File: config.mk
export PLATFORM = sky130hd
export DESIGN_NAME = pal_front
export DESIGN_NICKNAME = d
export VERILOG_FILES = /design/src/rtl/core/pal_pkg.sv /design/src/rtl/core/pal_front.sv
export SDC_FILE = /design/constraint.sdc
export NUM_CORES = 1
export LEC_CHECK = 0
export BUFFER_PORTS_ARGS = -buffer_cell sky130_fd_sc_hd__buf_2
export CAP_MARGIN = 10
export CORE_MARGIN = 8
export CORE_UTILIZATION = 35
export CTS_CLUSTER_SIZE = 12
export DETAILED_ROUTE_END_ITERATION = 8
export GPL_ROUTABILITY_DRIVEN = 0
export HOLD_SLACK_MARGIN = 0.08
export PLACE_DENSITY = 0.63
export SLEW_MARGIN = 20
export SYNTH_ARGS = -nofsm -noshare
export SYNTH_HDL_FRONTEND = slang
export SYNTH_SLANG_ARGS = --single-unit
export TNS_END_PERCENT = 5
File: constraint.sdc
create_clock -name clk -period 3.31 [get_ports clk]
set_input_delay 0.1655 -clock clk [delete_from_list [all_inputs] [get_ports clk]]
set_output_delay 0.1655 -clock clk [all_outputs]
set_load 0.03 [all_outputs]
File: src/rtl/core/pal_pkg.sv
// Shared types and codes for the positional array list.
// Command and result words, queue entry, opcode and status codes.
// No dependencies.
package pal_pkg;

  localparam logic [2:0] OP_CLEAR  = 3'd0;
  localparam logic [2:0] OP_INSERT = 3'd1;
  localparam logic [2:0] OP_DELETE = 3'd2;
  localparam logic [2:0] OP_SEARCH = 3'd3;
  localparam logic [2:0] OP_READ   = 3'd4;

  localparam logic [2:0] ST_OK       = 3'd0;
  localparam logic [2:0] ST_FULL     = 3'd1;
  localparam logic [2:0] ST_EMPTY    = 3'd2;
  localparam logic [2:0] ST_BADPOS   = 3'd3;
  localparam logic [2:0] ST_NOTFOUND = 3'd4;

  localparam int QUEUE_DEPTH = 2;

  typedef struct packed {
    logic [2:0]          op;
    logic [7:0]          position;
    logic signed [31:0]  value;
  } cmd_t;

  typedef struct packed {
    logic [2:0]          status;
    logic [7:0]          found_position;
    logic signed [31:0]  read_value;
    logic [7:0]          element_count;
  } result_t;

  // What the back end has to do with a classified command.
  typedef enum logic [2:0] {
    K_NONE   = 3'd0,
    K_INSERT = 3'd1,
    K_DELETE = 3'd2,
    K_SEARCH = 3'd3,
    K_READ   = 3'd4
  } kind_t;

  typedef struct packed {
    kind_t               kind;
    logic [2:0]          status;
    logic [7:0]          count;
    logic signed [31:0]  value;
  } q_item_t;

endpackage

File: src/rtl/core/pal_front.sv
// Front end: checks each command against the element count and classifies it.
// Owns the element count. Depends on pal_pkg.
module pal_front import pal_pkg::*; #(
  parameter int DEPTH = 128,
  parameter int AW    = 7,
  parameter int CW    = 8
) (
  input  logic          clk,
  input  logic          rst,
  input  logic          accept,
  input  cmd_t          cmd,
  output q_item_t       item,
  output logic [AW-1:0] pidx,
  output logic [AW-1:0] lim
);

  localparam int MW = ((CW > 8) ? CW : 8) + 1;

  logic [CW-1:0] count;
  logic [CW-1:0] count_next;
  logic [MW-1:0] c_w;
  logic [MW-1:0] p_w;
  logic [MW-1:0] c_m1;
  logic [MW-1:0] p_m1;

  assign c_w  = MW'(count);
  assign p_w  = MW'(cmd.position);
  assign c_m1 = c_w - MW'(1);
  assign p_m1 = p_w - MW'(1);

  always_comb begin
    item.kind   = K_NONE;
    item.status = ST_OK;
    item.value  = cmd.value;
    count_next  = count;
    pidx        = AW'(p_m1);
    lim         = AW'(c_m1);
    case (cmd.op)
      OP_CLEAR: begin
        count_next = '0;
      end
      OP_INSERT: begin
        lim = AW'(c_w);
        if (c_w >= MW'(DEPTH)) begin
          item.status = ST_FULL;
        end else if (p_w == '0 || p_w > c_w + MW'(1)) begin
          item.status = ST_BADPOS;
        end else begin
          item.kind  = K_INSERT;
          count_next = count + CW'(1);
        end
      end
      OP_DELETE: begin
        if (c_w == '0) begin
          item.status = ST_EMPTY;
        end else if (p_w == '0 || p_w > c_w) begin
          item.status = ST_BADPOS;
        end else begin
          item.kind  = K_DELETE;
          count_next = count - CW'(1);
        end
      end
      OP_SEARCH: begin
        pidx = '0;
        if (c_w == '0) begin
          item.status = ST_EMPTY;
        end else begin
          item.kind = K_SEARCH;
        end
      end
      OP_READ: begin
        if (c_w == '0) begin
          item.status = ST_EMPTY;
        end else if (p_w == '0 || p_w > c_w) begin
          item.status = ST_BADPOS;
        end else begin
          item.kind = K_READ;
        end
      end
      default: begin
        item.status = ST_BADPOS;
      end
    endcase
    item.count = 8'(count_next);
  end

  always_ff @(posedge clk) begin
    if (rst) begin
      count <= '0;
    end else if (accept) begin
      count <= count_next;
    end
  end

endmodule

### After elaboration in Yosys (flattened, before gate mapping)

Index checks and enable logic that the tools add are counted.

| word-level totals | value |
|---|---|
| register bits | 8 |
| bits in latches | 0 |
| memory bits (writable) | 0 |
| memory bits (read-only) | 0 |
| input bits | 46 |
| output and inout bits | 60 |
| logic and storage cells | 40 |
| memories | 0 |

| cells by class | value |
|---|---|
| $add $sub $neg | 5 |
| multiply operators | 0 |
| divide/modulo/power cells | 0 |
| $lt $le $gt $ge | 3 |
| eq/ne operators | 4 |
| shift-type cells | 0 |
| muxes and demuxes | 21 |
| bitwise logic cells | 0 |
| reductions and logical operators | 6 |

Operators with widths:

| operator | number |
|---|---|
| 2-to-1 mux 8 bit | 4 |
| one-hot mux 3 bit (4 select lines) | 2 |
| one-hot mux 8 bit (3 select lines) | 1 |
| logical NOT 9 bit | 2 |
| 2-to-1 mux 3 bit | 5 |
| 2-to-1 mux 7 bit | 2 |
| subtractor 7 x 1 -> 7 bit (second input constant) | 2 |
| 2-to-1 mux 2 bit | 6 |
| adder 8 x 1 -> 9 bit (second input constant) | 1 |
| > comparator 8 x 9 -> 1 bit | 1 |
| adder 8 x 1 -> 8 bit (second input constant) | 1 |
| greater-or-equal comparator 8 bit (second input constant) | 1 |
| > comparator 8 bit | 1 |
| subtractor 8 x 1 -> 8 bit (second input constant) | 1 |
| == test 3 x 2 -> 1 bit (second input constant) | 2 |
| == test 3 x 1 -> 1 bit (second input constant) | 1 |
| == test 3 bit (second input constant) | 1 |
| logical NOT 3 bit | 1 |
| logical OR 1 bit | 2 |
| OR reduction 2 bit | 1 |
| 2-to-1 mux 1 bit | 1 |

### Longest topological paths before layout

| logic depth | value |
|---|---|
| depth after elaboration | 6 |
| gate-level depth with buffers | 14 |
| gate-level depth less buffers | 13 |

### Worst setup path after synthesis

Ideal clock, no wire load.

| timing path | value |
|---|---|
| path type | register to output |
| start | reg count[1] |
| end | out item[41] (netlist bit) |
| arrival time | 3.243 ns |
| data required time | 3.144 ns |
| path slack | -0.099 ns |
| cell stages (with the launch flop) | 13 |
| buffers on the path | 0 |
| path through | dfxtp_1 ha_1 nand3_1 nor2_1 nand2_1 xnor2_1 ha_1 nand3_1 a211oi_2 a2111o_1 and2_1 nor2_1 o41ai_1 |

RTL lines:

| what | line | RTL |
|---|---|---|
| start, declared | pal_front.sv:19 | `logic [CW-1:0] count;` |
| start signal, assigned | pal_front.sv:91 | `count <= count_next;` |
| end, declared | pal_front.sv:12 | `output q_item_t item,` |

==> results.py <==
metrics = {
    "die": {
        "dieWidth_um": 93.3,
        "coreArea_sq_um": 5850,
        "die_y_um": 93.3,
        "core.rowCount": 28,
        "die_area_sq_um": 8700,
        "io_pins": 106,
        "start_util_pct": 35.7,
    },
    "power": {
        "p_total_mw": 0.409,
        "peakVddDrop_mv": 0.131,
        "power_density_nw_per_um2": 168,
        "leakage_nw": 1.00,
    },
    "grt": {
        "grt_pass1_vias": 2114,
        "antenna_found_initial": 0,
        "use_met2_pct": 23.6,
        "grt_overflow": 0,
        "use_met1_pct": 17.8,
        "grt_first_pass_wirelength_um": 10200,
        "track_usage_pct": 14.3,
        "grt_use_met3_pct": 3.29,
        "busiest_layer": "met2",
        "grt_max_degree": 18,
    },
    "sta": {
        "tns_ns": 0,
        "relSlewSlack_pct": 64.0,
        "period_needed_ns": 3.29,
        "fin_ws_ns": 0.0220,
        "finalSetupViolCount": 0,
        "finalHoldViolCount": 0,
        "rsz0062_at_grt": "true",
        "clock.fmax_mhz": 304,
        "worst_pin_slew_ns": 0.536,
        "fin_crit_sh_pct": 99.3,
        "fin_worst_hold_slack_ns": 0.274,
        "slew_viol_final": 0,
        "skew_ns": 0.00604,
    },
    "finish": {
        "fin_nets": 377,
        "reg.largest.list": "count x8",
        "regArea_sq_um": 166,
        "n_fill_cell": 597,
        "drive_above_1_share_pct": 34.7,
        "layout_commonest_cell": "buf_2",
        "largest_reg_flops": 8,
        "layout_common_cells": "buf_2 (34), buf_4 (28), nor2_1 (22)",
        "max_flop_register": "count",
        "multiInputGateArea_sq_um": 1650,
        "synthToLayoutAreaGrowth_pct": 16.6,
        "final_core_util_pct": 41.6,
        "final_area_sq_um": 2440,
        "final_cells": 383,
        "diodes": 0,
    },
    "synthesis": {
        "synth.area.top_cells": "buf_4 (13%), ha_1 (13%), dfxtp_1 (7.7%)",
        "synth.avg_cell_area_sq_um": 7.28,
        "syn_inst": 287,
        "synthDominantCellAreaShare_pct": 13.3,
        "yosys_warnings": 0,
        "synth.distinct_cells": 59,
        "syn_nets": 354,
        "synth_edf_count": 0,
        "synth_ff_type": "dfxtp_1",
        "yosysTopAreaCell": "buf_4",
        "async_flop_share_pct": 0,
        "synth-seq-cells": 8,
        "yosysSeqAreaShare_pct": 7.66,
        "synthesis.area_sq_um": 2090,
    },
    "placement": {
        "dp_slack_ns": 0.101,
        "numPortBuffers": 40,
        "postPlaceCellArea_sq_um": 2140,
        "hpwl_um": 5060,
        "dp.cells": 370,
    },
    "clocking": {
        "cts_tree": "built",
        "h-tree-depth": 1,
        "cts-root-buf": "clkbuf_8",
        "cts_made_buffers": 3,
        "worst_setup_hold_path_clk_slew_ns": 0.04,
        "clock_latency_ns": 0.24,
        "clock_path_buffers": 2,
        "hold_buffers": 0,
        "clock_sinks": 8,
    },
    "flow_run": {
        "drv_cap": 0,
    },
    "drt": {
        "drc": 0,
        "vias": 2194,
        "drt_iter0_markers": 151,
        "ant_nets": 0,
        "detail_route.wl_per_cell_um": 17.1,
        "vias_per_cell": 5.73,
        "firstDrtPassIters": 4,
        "wirelength_um": 6570,
    },
    "worst_setup_path": {
        "critPathArrivalTime_ns": 3.12,
        "regToRegStartpoint": "count[1]",
        "ff2ff_setup_slack_ns": 0.37,
        "crit_path_end_kind": "output port",
        "setup.worst_path.start_class": "register",
        "r2r_end": "count[4]",
        "worst-setup-path-type": "register to output port",
        "rr_worst_depth": 13,
        "crit_fanout": 5,
        "worstPathRequired_ns": 3.14,
    },
    "hold_path": {
        "hold_depth": 2,
        "hold_end": "count[7]",
        "hold_start": "rst",
        "min_path_type": "primary input to register",
    },
    "status": {
        "outcome": "finished, final reports clean",
    },
}
## cell type report
cell class	count	area share, %
Sequential cell	8	6.83
Clock buffer	3	1.69
Tap cell	75	3.85
Inverter	16	2.47
Timing Repair Buffer	66	17.5
Multi-Input combinational cell	215	67.7
## report_power, final
group	switching [mW]	total [mW]	internal (mW)
registers	0.000296	0.0964	0.0961
clock network	0.0459	0.125	0.0795
logic	0.123	0.187	0.0640
total	0.169	0.409	0.240
## worst max path at each step
stage | startpoint | cells past startpoint | endpoint | slack (ns)
floorplan | count[1] | 14 | item[37] | 0.008
finish | count[1] | 14 | item[37] | 0.02
CTS | count[1] | 14 | item[37] | 0.002
global route | count[1] | 14 | item[37] | -0.18
detailed placement | count[1] | 14 | item[38] | 0.10
global placement | count[1] | 14 | item[38] | 0.17
## Yosys cell counts, types with 2 or more instances
master and number:
a21o_1 2, a21oi_1 19, a31oi_1 8, a32oi_1 2, a41oi_1 2, and2_1 2
and3_1 5, buf_4 37, buf_6 6, clkbuf_1 3, dfxtp_1 8, ha_1 21
inv_1 16, nand2_1 20, nand2b_1 2, nand3_1 18, nand4_1 3, nor2_1 25
nor2b_1 2, nor3_1 8, nor4_1 3, nor4_4 2, o211ai_1 2, o21a_1 2
o21ai_0 15, o22ai_1 3, o311ai_0 2, o32a_1 2, or3_1 2, xnor2_1 15
xor2_1 2
## worst max-delay path, stage by stage (launching register included)
cell       delay, ns
dfxtp_4         0.36
ha_4            0.15
nand3_4         0.10
nor2_4          0.14
nand2_2         0.07
xnor2_2         0.15
ha_1            0.33
nand3_2         0.11
nor2_1          0.09
a2111oi_4       0.39
o211ai_1        0.26
o21ai_1         0.26
a31oi_2         0.08
a31oi_1         0.19
buf_4           0.19
## what timing repair did
item / CTS / global route
buffers inserted: 1 / 9
setup endpoints to repair: 8 / 11
resized for setup: 6 / 35
pin swaps: 5 / 17
## kinds of logic after synthesis
group / count (synthesis) / synth area share (%)
adder cells (fa/ha/maj): 21 / 12.6
flip-flops: 8 / 7.66
other: 1 / 0.179
AO/OA/AOI/OAI: 74 / 25.4
buffers and inverters: 64 / 20.4
AND/OR/NAND/NOR: 102 / 26.6
XOR/XNOR: 17 / 7.13
## metal layers
layer,wire [um],vias up,share of wire (%)
met3,529,20,8.1
met4,157,0,2.4
met2,3170,116,48
met5,0,-,0
li1,-,1049,-
met1,2710,1009,41
No activity file was read; power rests on OpenSTA's default activity.
