[config.mk]
export PLATFORM = sky130hd
export DESIGN_NAME = pal_queue
export DESIGN_NICKNAME = d
export VERILOG_FILES = /design/src/rtl/core/pal_pkg.sv /design/src/rtl/core/pal_queue.sv
export SDC_FILE = /design/constraint.sdc
export NUM_CORES = 1
export LEC_CHECK = 0
export BUFFER_PORTS_ARGS = -buffer_cell sky130_fd_sc_hd__buf_2
export CORE_MARGIN = 2
export CORE_UTILIZATION = 52
export CTS_BUF_LIST = sky130_fd_sc_hd__clkbuf_16
export DETAILED_ROUTE_END_ITERATION = 16
export PLACE_DENSITY = 0.76
export SYNTH_ARGS = -nofsm -noshare
export SYNTH_HDL_FRONTEND = slang
export SYNTH_SLANG_ARGS = --single-unit
[constraint.sdc]
create_clock -name clk -period 5 [get_ports clk]
set_input_delay 1 -clock clk [delete_from_list [all_inputs] [get_ports clk]]
set_output_delay 1 -clock clk [all_outputs]
set_load 0.01 [all_outputs]
[src/rtl/core/pal_pkg.sv]
// Shared types and codes for the positional array list.
// Command and result words, queue entry, opcode and status codes.
// No dependencies.
package pal_pkg;

  localparam logic [2:0] OP_CLEAR  = 3'd0;
  localparam logic [2:0] OP_INSERT = 3'd1;
  localparam logic [2:0] OP_DELETE = 3'd2;
  localparam logic [2:0] OP_SEARCH = 3'd3;
  localparam logic [2:0] OP_READ   = 3'd4;

  localparam logic [2:0] ST_OK       = 3'd0;
  localparam logic [2:0] ST_FULL     = 3'd1;
  localparam logic [2:0] ST_EMPTY    = 3'd2;
  localparam logic [2:0] ST_BADPOS   = 3'd3;
  localparam logic [2:0] ST_NOTFOUND = 3'd4;

  localparam int QUEUE_DEPTH = 2;

  typedef struct packed {
    logic [2:0]          op;
    logic [7:0]          position;
    logic signed [31:0]  value;
  } cmd_t;

  typedef struct packed {
    logic [2:0]          status;
    logic [7:0]          found_position;
    logic signed [31:0]  read_value;
    logic [7:0]          element_count;
  } result_t;

  // What the back end has to do with a classified command.
  typedef enum logic [2:0] {
    K_NONE   = 3'd0,
    K_INSERT = 3'd1,
    K_DELETE = 3'd2,
    K_SEARCH = 3'd3,
    K_READ   = 3'd4
  } kind_t;

  typedef struct packed {
    kind_t               kind;
    logic [2:0]          status;
    logic [7:0]          count;
    logic signed [31:0]  value;
  } q_item_t;

endpackage

[src/rtl/core/pal_queue.sv]
// Short FIFO between the front end and the back end.
// Generic word width. Depends on pal_pkg for the depth.
module pal_queue import pal_pkg::*; #(
  parameter int W = 64
) (
  input  logic         clk,
  input  logic         rst,
  input  logic         push,
  input  logic [W-1:0] wdata,
  input  logic         pop,
  output logic [W-1:0] rdata,
  output logic         valid,
  output logic         full
);

  localparam int PW = $clog2(QUEUE_DEPTH);
  localparam int NW = $clog2(QUEUE_DEPTH + 1);

  logic [W-1:0]  slots [QUEUE_DEPTH];
  logic [PW-1:0] wptr;
  logic [PW-1:0] rptr;
  logic [NW-1:0] fill;

  assign valid = (fill != '0);
  assign full  = (fill == NW'(QUEUE_DEPTH));
  assign rdata = slots[rptr];

  always_ff @(posedge clk) begin
    if (push) begin
      slots[wptr] <= wdata;
    end
  end

  always_ff @(posedge clk) begin
    if (rst) begin
      wptr <= '0;
      rptr <= '0;
      fill <= '0;
    end else begin
      if (push) begin
        wptr <= (wptr == PW'(QUEUE_DEPTH - 1)) ? '0 : wptr + PW'(1);
      end
      if (pop) begin
        rptr <= (rptr == PW'(QUEUE_DEPTH - 1)) ? '0 : rptr + PW'(1);
      end
      if (push && !pop) begin
        fill <= fill + NW'(1);
      end else if (pop && !push) begin
        fill <= fill - NW'(1);
      end
    end
  end

endmodule

; Word-level counts from Yosys, hierarchy flattened
; Memories as Yosys holds them, arrays and structs flattened. A register that Yosys moved wholly into a read port is not among the register bits.
; Index checks and enable logic that the tools add are counted.
[word_totals]
ff_bits = 4
mem_bits_rw = 128
inputBits = 68
elab_cells = 23
memories = 1
[memory_table]
columns = name, words, word_bits, read_ports, rd_ports_with_merged_regs, wr, line
row1 = slots, 2, 64, 1, 1, 1, pal_queue.sv:19  ; logic [W-1:0] slots [QUEUE_DEPTH];
[classes]
addsub = 4
eq_ne = 1
n_mux = 8
reduce_logical = 6
[op_table]
columns = operator, count
row1 = $mux W1, 6
row2 = $mux W2, 2
row3 = $reduce_bool A2 Y1, 2
row4 = $add A1 B1 Y1 const B, 2
row5 = $add A2 B1 Y2 const B, 1
row6 = $eq A2 B2 Y1 const B, 1
row7 = $logic_and A1 B1 Y1, 2
row8 = $logic_not A1 Y1, 2
row9 = $sub A2 B1 Y2 const B, 1

; Longest topological paths before layout
; Gate-level depths: netlist of the first run.
[logic_depth]
ltp_word = 4
mapped_depth = 5

; Worst setup path before layout of the first run
; Ideal clock, no wire load.
[synth_path]
kind = input to register
from = input port push
to = memory slots[0][0], enable pin
setup_ns = 0.494
t_arrival_ns = 3.814
t_required_ns = 4.506
path_slack_ns = 0.692
path_stages = 1
n_path_buf = 0
path_cell_list = nor2b_1
[synth_via]
elab_chain_cells = 2
[synth_lines]
columns = item, line
row1 = "start, declared", pal_queue.sv:8  ; input logic push,
row2 = $mux W1, pal_queue.sv:29  ; if (push) begin
row3 = $mux W1 (not written as such), pal_queue.sv:30  ; slots[wptr] <= wdata;
row4 = "end, declared", pal_queue.sv:19
; No other way between the ends.

==> flow_summary.yaml, run 1 <==
pwr:
  swShare: 0.224
  power_frac_comb: 0.091
  p_leak_nw: 2.34
  power.density_nw_per_um2: 441
  intPower_mw: 2.11
  seqPwrFrac: 0.490
  clkPwrFrac: 0.419
  irDropWorstVdd_v: 0.000276
  power.switching_mw: 0.610
critical_path:
  cp-end-kind: "output port"
  crit_fanout: 46
  rr_worst_depth: 2
  rr_startpoint: "wptr$_SDFFE_PP0P_"
  cp.arrival_ns: 2.37
  worstPathRequired_ns: 4.00
  setup.worst_path.start_class: "register"
  critical_path_class: "reg2out"
layout:
  drive_gt1_frac: 0.618
  final_cell_mix: "133 x buf_2, 128 x edfxtp_1, 64 x mux2_2"
  num-fill-cells: 623
  fin_util: 0.674
  diodes: 0
  syn2layout_area_growth_pct: 27.2
  final_common_cell: "buf_2"
  final_nets: 438
global_routing:
  grt.total_usage: 0.168
  grt_pass1_wl_um: 12400
  antenna_found_initial: 0
  grt_pass1_vias: 2604
  grt_max_degree: 47
  grt_overflow: 0
routing:
  route.detailed.drc: 0
  drt_iter0_drc: 126
  via_count: 2508
  viasPerCell: 5.09
  drtAntennaViolNets: 0
  drt_pass1_iterations: 6
  wirelength_um: 8230
  wl_per_cell_um: 16.7
clocking:
  cts_hold_buf: 0
  cts_tree: "built"
  numCtsBuffers: 17
  cts_root_buffer: "clkbuf_16"
  cts_max_level: 4
  cts_setup_buffers: 0
  clock_latency_ns: 0.39
  clockBufferDepth: 2
  cts_resized: 0
  clock_sinks: 133
  clk_pin_slew_ns: 0.06
yosys:
  synth_adder_area_share: 0.00258
  synthCells: 221
  seq_area_frac_synth: 0.813
  synth_top_family_by_area: "multiplexers"
  yosysWarnings: 0
  synth-simple-area-share: 0.0101
  synth-xor-area-share: 0.00722
  ys_types: 17
  synth_nets: 290
  synth_compound_area_frac: 0.00206
  synthMuxAreaShare: 0.149
  synth_seq_cells: 133
  syn_avg_cell_area_um2: 21.9
  synth_area_um2: 4850
worst_hold_path:
  worstHoldStart: "rptr$_SDFFE_PP0P_"
  hp-class: "reg2reg"
  holdPathStages: 2
timing:
  worst_slew_pin_slew_ns: 1.09
  report.final.hold_viol_count: 0
  rsz0062_at_grt: "false"
  max_freq_ghz: 0.297
  slew_headroom: 0.272
  maxSlewViolCount: 0
  clock_skew_ns: 0.00552
  setup_viol: 0
  fin_crit_ns: 3.37
  fin_crit_sh: 0.674
  tns_ns: 0
placement:
  hpwlAfterDp_um: 5230
  portBuffers: 133
  gp_congestion: 0.712
floorplanning:
  die_x_um: 101
  io_pins: 134
  coreArea_um2: 9150
  dieArea_um2: 10100
  initial_core_util: 0.530
  fp-row-count: 35
  fp.dieH_um: 101
run_status:
  outcome: "complete, no violations"
flow_run:
  cap_violations: 0
power by group through the flow:
stage                     Combinational [mW]  Sequential [mW]  Clock, mW
after floorplan                        0.162             1.34          0
after global placement                 0.246             1.35          0
after detailed placement               0.252             1.36          0
after CTS                              0.254             1.33       1.16
after global routing                   0.270             1.34       1.21
final                                  0.248             1.33       1.14
stage by stage:
step | hold slack, ns | instances | worst slack, ns | area (µm²) | power, mW
floorplan | 0.456 | 221 | 0.692 | 4850 | 1.50
global placement | 0.484 | 461 | 2.00 | 5610 | 1.60
detailed placement | 0.521 | 461 | 1.99 | 5610 | 1.61
CTS | 0.537 | 493 | 1.55 | 6170 | 2.75
global route | 0.552 | 493 | 1.45 | 6170 | 2.82
finish | 0.534 | 493 | 1.63 | 6170 | 2.72
layer usage:
layer / wire (µm) / track usage
met4: 71 / 0.0674
met3: 452 / 0.0576
met5: 0 / 0
met1: 3290 / 0.188
met2: 4420 / 0.295
path summary, 6_finish.rpt:
kind | endpoint | slack, ns
max | rdata[25] | 1.63
min | register | 0.53
max reg2reg | slots[1][28]$_DFFE_PP_ | 2.95
min reg2reg | register | 0.53
worst max-delay path, stage by stage (launching register included):
cell and delay (ns):
dfxtp_2 1.05, buf_4 0.41, mux2_2 0.37, buf_2 0.14
cells by family after synthesis:
logic type      after synthesis
mux                          64
buf+inv                       8
compound gates                2
fa+ha+maj                     1
simple gates                  9
flops                       133
xor+xnor                      4
area by class of cell:
type,instances,area (µm²),area share
Multi-Input combinational cell,80,836,0.135
Tap cell,111,139,0.0225
Timing Repair Buffer,136,688,0.112
Clock inverter,15,133,0.0215
Sequential cell,133,3950,0.639
Inverter,1,3.75,0.000608
Clock buffer,17,425,0.0690
registers in the layout, indices dropped and copies added, names as in the netlist, named ones only:
name / flops
rptr: 1
fill: 2
slots: 128
wptr: 1
Yosys cell counts:
master | count | area, µm²
xor2_1 | 2 | 17.5
edfxtp_1 | 128 | 3840
nor2_1 | 4 | 15.0
o21ai_0 | 1 | 5.00
or2_2 | 1 | 6.26
xnor2_1 | 2 | 17.5
dfxtp_1 | 5 | 100
a21oi_1 | 1 | 5.00
and2_1 | 1 | 6.26
inv_1 | 1 | 3.75
and2b_2 | 1 | 8.76
ha_1 | 1 | 12.5
nor2b_1 | 1 | 6.26
or3_1 | 1 | 6.26
mux2_2 | 64 | 721
buf_4 | 1 | 7.51
buf_6 | 6 | 67.6
No activity file was read; power rests on OpenSTA's default activity.
==> run 2: changes to the inputs <==
Settings changed: CORE_UTILIZATION 52 to 47, PLACE_DENSITY 0.76 to 0.73.
Clock period 5 ns to 2.79 ns, I/O delays scaled along.
==> run 2 against run 1 <==
Sequential cell count unchanged. Largest power group unchanged. Non-clock buffer count increased by 1. Clock power increased by 82%. Core utilization decreased by 6.1 points. First-iteration DRC count increased by 12%. Total power increased by 80%. Largest cell class unchanged. Cell area increased by 1.2%. Global-route usage decreased by 1.5 points. Hold slack got worse by 0.19 ns. Critical path depth unchanged.
==> flow_summary.yaml, run 2 (synthesis results as in run 1) <==
run_status:
  outcome: "complete, no violations"
layout:
  fin_area_um2: 6240
  drive_gt1_frac: 0.614
  largest_reg_flops: 128
  syn2layout_area_growth_pct: 28.7
  top_regs: "slots x128, fill x2"
  fin_util: 0.613
  layout.cells.non_filler: 519
  final_cell_mix: "133 x buf_2, 128 x edfxtp_1, 64 x mux2_2"
  diodes: 0
  final_nets: 439
  final_common_cell: "buf_2"
  regMostFlops: "slots"
timing:
  holdWs_ns: 0.341
  slew_headroom: 0.682
  max_freq_ghz: 0.445
  maxSlewViolCount: 0
  tns_ns: 0
  report.final.hold_viol_count: 0
  fin_ws_ns: 0.545
  setup_viol: 0
  worst_slew_pin_slew_ns: 0.477
  rsz0062_at_grt: "false"
  fin_crit_sh: 0.805
  fin_crit_ns: 2.25
  clock_skew_ns: 0.00408
placement:
  place_inst: 487
  gp_congestion: 0.745
  hpwlAfterDp_um: 5150
  preCtsSetupSlack_ns: 0.949
  place_area_um2: 5680
  portBuffers: 133
global_routing:
  grt_pass1_wl_um: 12600
  grt.total_usage: 0.153
  met1_usage: 0.174
  grt_overflow: 0
  antenna_found_initial: 0
  grt_pass1_vias: 2630
  grt_max_degree: 65
  gr-usage-met2: 0.253
  grt-busiest-layer: "met2"
  gr-usage-met3: 0.0730
routing:
  route.detailed.drc: 0
  wirelength_um: 8130
  wl_per_cell_um: 15.7
  drtAntennaViolNets: 0
  viasPerCell: 4.84
  drt_iter0_drc: 141
  via_count: 2510
  drt_pass1_iterations: 5
critical_path:
  cp-end-kind: "output port"
  critical_path_class: "reg2out"
  worst_path_max_delay_cell: "buf_4"
  setup.worst_path.start_class: "register"
  rr_worst_depth: 2
  crit_fanout: 36
  rrSetupSlack_ns: 1.29
  cp.arrival_ns: 1.69
  cp_cell_sequence: "buf_4 -> mux2_2 -> buf_2"
  r2r-end: "slots[1][11]$_DFFE_PP_"
  rr_startpoint: "wptr$_SDFFE_PP0P_"
  max_stage_delay_ns: 0.41
  worstPathRequired_ns: 2.23
clocking:
  cts_resized: 0
  cts_root_buffer: "clkbuf_16"
  cts_max_level: 4
  clock_sinks: 133
  clock_latency_ns: 0.40
  numCtsBuffers: 17
  cts_hold_buf: 0
  clk_pin_slew_ns: 0.06
  cts_setup_buffers: 0
  clockBufferDepth: 2
  cts_tree: "built"
floorplanning:
  io_pins: 134
  fp.dieH_um: 106
  dieArea_um2: 11100
  coreArea_um2: 10200
  initial_core_util: 0.476
  fp-row-count: 37
  die_x_um: 106
pwr:
  p_leak_nw: 2.36
  irDropWorstVdd_v: 0.000462
  p_total_mw: 4.91
  power.density_nw_per_um2: 786
worst_hold_path:
  worstHoldStart: "wdata[5]"
  holdPathStages: 1
  min_to: "slots[0][5]$_DFFE_PP_"
  hp-class: "in2reg"
flow_run:
  cap_violations: 0
## run 2: worst max-delay path by stage
stage	slack, ns	from	cells after the start	end
detailed placement	0.95	register	3	rdata[10]
CTS	0.51	register	3	rdata[59]
global placement	0.95	register	3	rdata[59]
floorplan	0.12	push	1	slots[0][0]$_DFFE_PP_
global route	0.45	register	3	rdata[59]
finish	0.54	register	3	rdata[59]
## run 2: layer usage
layer,up-vias,wire length (µm)
met1,1235,3220
met2,95,4220
li1,1169,-
met4,0,92
met3,11,600
met5,-,0
## run 2: final cells by class
cell class	instances	area [µm²]
Sequential cell	133	3950
Fill cell	793	3940
Multi-Input combinational cell	80	837
Timing Repair Buffer	137	721
Clock buffer	17	425
Tap cell	136	170
Clock inverter	15	140
Inverter	1	3.75
## run 2: critical path, delay by kind of cell, from the launching register on
family	cells	cell delay, ns
flops	1	0.32
mux	1	0.40
buf+inv	2	0.55
## run 2: where the power goes
group	switching, mW	total, mW	leakage [nW]	internal [mW]
Sequential	0.0305	2.36	1.24	2.33
Combinational	0.250	0.481	0.854	0.230
Clock	0.769	2.07	0.259	1.30
